`src/rtl/spaf_pkg.sv`:
```
// ----------------------------------------------------------------------------
// spaf_pkg
// Shared types and constants of the sparse accumulator: field widths, request
// kinds, decoded operations, queue entry and back-end state codes.
// ----------------------------------------------------------------------------
package spaf_pkg;

  localparam int KIND_W       = 2;
  localparam int COORD_W      = 20;
  localparam int VALUE_W      = 32;
  localparam int COUNT_W      = 11;
  localparam int DEF_CAPACITY = 1024;

  typedef enum logic [KIND_W-1:0] {
    KIND_INSERT = 2'd0,
    KIND_REWIND = 2'd1,
    KIND_NEXT   = 2'd2,
    KIND_CLEAR  = 2'd3
  } kind_e;

  typedef enum logic [2:0] {
    OP_INSERT,
    OP_DROP,
    OP_REWIND,
    OP_NEXT,
    OP_CLEAR
  } op_e;

  typedef struct packed {
    op_e                op;
    logic [COORD_W-1:0] coord;
    logic [VALUE_W-1:0] value;
  } item_t;

  typedef enum logic [2:0] {
    ST_INIT,
    ST_IDLE,
    ST_INS,
    ST_SCAN,
    ST_CLR
  } state_e;

endpackage

```
`src/rtl/spaf_front.sv`:
```
// ----------------------------------------------------------------------------
// spaf_front
// Input side: takes request beats, classifies them (out-of-range inserts
// become drops) and holds them in a two-entry queue for the back end.
// ----------------------------------------------------------------------------
module spaf_front import spaf_pkg::*; #(
  parameter int CAPACITY = DEF_CAPACITY
) (
  input  logic               clk_i,
  input  logic               rst_ni,
  input  logic               in_valid_i,
  output logic               in_stall_o,
  input  logic [KIND_W-1:0]  kind_i,
  input  logic [COORD_W-1:0] coord_i,
  input  logic [VALUE_W-1:0] value_i,
  output logic               q_valid_o,
  output item_t              q_item_o,
  input  logic               q_pop_i
);

  item_t      fifo_q [2];
  logic       wr_ptr_q, rd_ptr_q;
  logic [1:0] count_q;
  logic       push;
  item_t      cls;

  always_comb begin
    cls.coord = coord_i;
    cls.value = value_i;
    case (kind_e'(kind_i))
      KIND_INSERT: begin
        cls.op = (32'(coord_i) >= 32'(CAPACITY)) ? OP_DROP : OP_INSERT;
      end
      KIND_REWIND: cls.op = OP_REWIND;
      KIND_NEXT:   cls.op = OP_NEXT;
      default:     cls.op = OP_CLEAR;
    endcase
  end

  assign in_stall_o = (count_q == 2'd2);
  assign push       = in_valid_i && !in_stall_o;
  assign q_valid_o  = (count_q != 2'd0);
  assign q_item_o   = fifo_q[rd_ptr_q];

  always_ff @(posedge clk_i) begin
    if (push) begin
      fifo_q[wr_ptr_q] <= cls;
    end
  end

  always_ff @(posedge clk_i or negedge rst_ni) begin
    if (!rst_ni) begin
      wr_ptr_q <= 1'b0;
      rd_ptr_q <= 1'b0;
      count_q  <= 2'd0;
    end else begin
      if (push) begin
        wr_ptr_q <= ~wr_ptr_q;
      end
      if (q_pop_i) begin
        rd_ptr_q <= ~rd_ptr_q;
      end
      count_q <= count_q + 2'(push) - 2'(q_pop_i);
    end
  end

endmodule

```
`config.mk`:
```
export PLATFORM = sky130hd
export DESIGN_NAME = spaf_front
export DESIGN_NICKNAME = d
export VERILOG_FILES = /design/src/rtl/spaf_pkg.sv /design/src/rtl/spaf_front.sv
export SDC_FILE = /design/constraint.sdc
export NUM_CORES = 1
export LEC_CHECK = 0
export ABC_AREA = 1
export BUFFER_PORTS_ARGS = -buffer_cell sky130_fd_sc_hd__buf_2
export CORE_ASPECT_RATIO = 1.25
export CORE_MARGIN = 3
export CORE_UTILIZATION = 39
export DETAILED_ROUTE_END_ITERATION = 10
export PLACE_DENSITY = 0.68
export RECOVER_POWER = 100
export SKIP_CTS_REPAIR_TIMING = 1
export SYNTH_ARGS = -nofsm -noshare
export SYNTH_HDL_FRONTEND = slang
export SYNTH_SLANG_ARGS = --single-unit
```
`constraint.sdc`:
```
create_clock -name clk_i -period 6.3 [get_ports clk_i]
set_clock_uncertainty 0.2 [all_clocks]
set_input_delay 0.63 -clock clk_i [delete_from_list [all_inputs] [get_ports clk_i]]
set_output_delay 0.63 -clock clk_i [all_outputs]
set_load 0.03 [all_outputs]
```
==> out/qor.yml <==
run_status:
  outcome: "complete, but fails checks"
  violations: "max-capacitance violations, max-slew violations"
cells_and_area:
  nets: 396
  final_common_cell: "edfxtp_1"
  drive_gt1_share_pct: 29.1
  final_cell_mix: "edfxtp_1 (110), clkbuf_1 (61), buf_2 (55), mux2_1 (40), clkbuf_16 (17)"
  antennaDiodeCount: 0
  seq_area_sq_mm: 0.00340
  syn2layout_area_growth_pct: 24.6
  nFillCells: 972
  multi_input_comb_area_sq_um: 773
critical_path:
  path_class: "reg -> reg"
  crit_path_start: "count_q[1]"
  start_kind: "register"
  worst_ep_arrival_time_ns: 3.93
  path_max_fanout: 33
  r2r_start: "count_q[1]"
  endpoint: "fifo_q[1][27]"
  cp_slowest_cell: "nor2_1"
  cp-end-kind: "register"
  ff2ff_setup_slack_ns: 2.15
  regToRegEndpoint: "fifo_q[1][27]"
  path_cells: "inv_1, o21ai_0, nor2_1, clkbuf_1"
  required_ns: 6.09
  worst_r2r_path_depth: 4
  cpPeakStageDelay_ns: 1.48
timing:
  rsz0062_at_grt: "no"
  tightest_slew_ns: 2.42
  min_period_over_period_pct: 65.8
  setup_viol: 0
  setup_ws_ns: 2.15
  slew_headroom_pct: -61.2
  finalMaxSlewViolations: 139
  setup_tns_ns: 0
  hold_slack_ns: 0.216
  finalCriticalPeriod_ns: 4.15
  fmax_mhz: 241
  hold_violations: 0
synth:
  synth-seq-cells: 114
  ys_types: 16
  yosys.area.top_type: "edfxtp_1"
  yosys.area.top_type_share_pct: 74.9
  synthTopCellsByArea: "edfxtp_1 (75%), mux2_4 (14%), mux2_2 (3.8%)"
  synthMuxAreaShare_pct: 17.4
  synth-compound-area-share_pct: 0.369
  syn_area_per_cell_sq_um: 21.6
  seq_area_frac_synth_pct: 77.2
  synth-xor-area-share_pct: 0.794
  synthAdderAreaFrac_pct: 1.13
  synth_fp_nets: 266
  syn_inst: 204
  synth_warnings: 0
  syn-cell-area_sq_mm: 0.00441
  synth_top_family_by_area: "multiplexers"
  synth-simple-area-share_pct: 1.28
grt:
  grt_usage_pct: 12.5
  first_global_vias: 2380
  grt_first_pass_wirelength_um: 11800
  grt_use_met1_pct: 14.1
  busiest_layer: "met2"
  met2_usage_pct: 19.5
  grt_overflow: 0
  antenna_found_initial: 1
  grt_max_degree: 57
  met3_usage_pct: 5.38
floorplan:
  num_rows: 42
  start_util_pct: 40.7
  ios: 115
  die-area_sq_mm: 0.0126
  core_sq_mm: 0.0108
  die_h_um: 125
  die_w_um: 101
placement:
  dp_hpwl_um: 4810
  pre_cts_slack_ns: 3.70
  routabilityCongestion: 0.685
  io_buffers: 114
clock_network:
  clock_path_buffers: 2
  h-tree-depth: 4
  cts_root_buf: "clkbuf_16"
  insertion_delay_ns: 0.40
  clk_pin_slew_worst_paths_ns: 0.05
  cts_made_buffers: 17
  cts_sinks: 114
  cts_tree: "yes"
routing:
  firstDrtPassIters: 4
  dr.first_iter.drc_count: 90
  dr_total_vias: 2232
  routed_via_density: 4.66
  ant_nets: 0
  wl_per_cell_um: 16.0
  drt-total-wl_um: 7670
  drc_errors: 0
pwr:
  leakage_nw: 1.97
  vdd_drop_max_mv: 0.234
  total_power_mw: 2.97
  p_per_area_mw_per_mm2: 540
flow_run:
  maxCapViolations: 4
min_path:
  hold_path_class: "in -> reg"
## Yosys cell counts
library cell	number
xor2_1	3
ha_1	4
or2_2	1
nand3_1	1
dfrtp_1	4
o21bai_1	1
nor2_1	8
mux2_2	15
mux2_4	40
edfxtp_1	110
buf_6	5
xnor2_1	1
inv_1	5
nand2_1	4
buf_2	1
o21ai_2	1
## metal layers
metal	vias to the layer above	wire (um)
met5	-	11
met3	16	634
met4	2	145
li1	1052	-
met2	87	3720
met1	1075	3150
## flip-flops by register name, summed over array words and instances (netlist names)
register	count
fifo_q	110
wr_ptr_q	1
count_q	2
rd_ptr_q	1
## power by group
group	switching [mW]	total [mW]	internal, mW	leakage, nW
registers	0.107	1.15	1.04	1.07
clock network	0.324	0.983	0.659	0.287
logic	0.565	0.834	0.269	0.618
## worst max-delay path: cells and delay by family (launching register included)
family | cells | cell delay (ns)
compound gates | 1 | 0.19
buf+inv | 2 | 1.48
flops | 1 | 0.37
simple gates | 1 | 1.48
## through the flow
stage | instance area (sq um) | std cells | utilization, %
4_1_cts | 5740 | 478 | 53.0
6_report | 5500 | 479 | 50.8
3_3_place_gp | 5120 | 446 | 47.3
5_1_grt | 5500 | 479 | 50.8
3_5_place_dp | 5120 | 446 | 47.3
2_1_floorplan | 4410 | 204 | -
## how the worst min path moves through the flow
stage / start / end / slack [ns] / cells past startpoint
floorplan: rst_ni / count_q[0] / 0.13 / 0
global placement: rst_ni / count_q[1] / 0.24 / 1
detailed placement: rst_ni / count_q[1] / 0.25 / 1
finish: coord_i[0] / fifo_q[0][32] / 0.22 / 1
CTS: rst_ni / count_q[1] / -0.19 / 1
global route: value_i[9] / fifo_q[0][9] / 0.20 / 1
## kinds of logic (layout without fill, tap and decap cells)
| logic type | count (synthesis) | after routing |
|---|---|---|
| fa+ha+maj | 4 | 4 |
| compound gates | 2 | 2 |
| simple gates | 14 | 14 |
| buf+inv | 11 | 154 |
| mux | 55 | 55 |
| flops | 114 | 114 |
| xor+xnor | 4 | 4 |
## layout make-up
class / instances / area share, %
inverters: 5 / 0.341
clock buffers: 18 / 7.81
repair buffers: 117 / 9.42
multi-input cells: 79 / 14.1
clock inverters: 14 / 3.44
flip-flops and latches: 114 / 61.9
well taps: 132 / 3.00
Power figures use the tool's default switching activity.
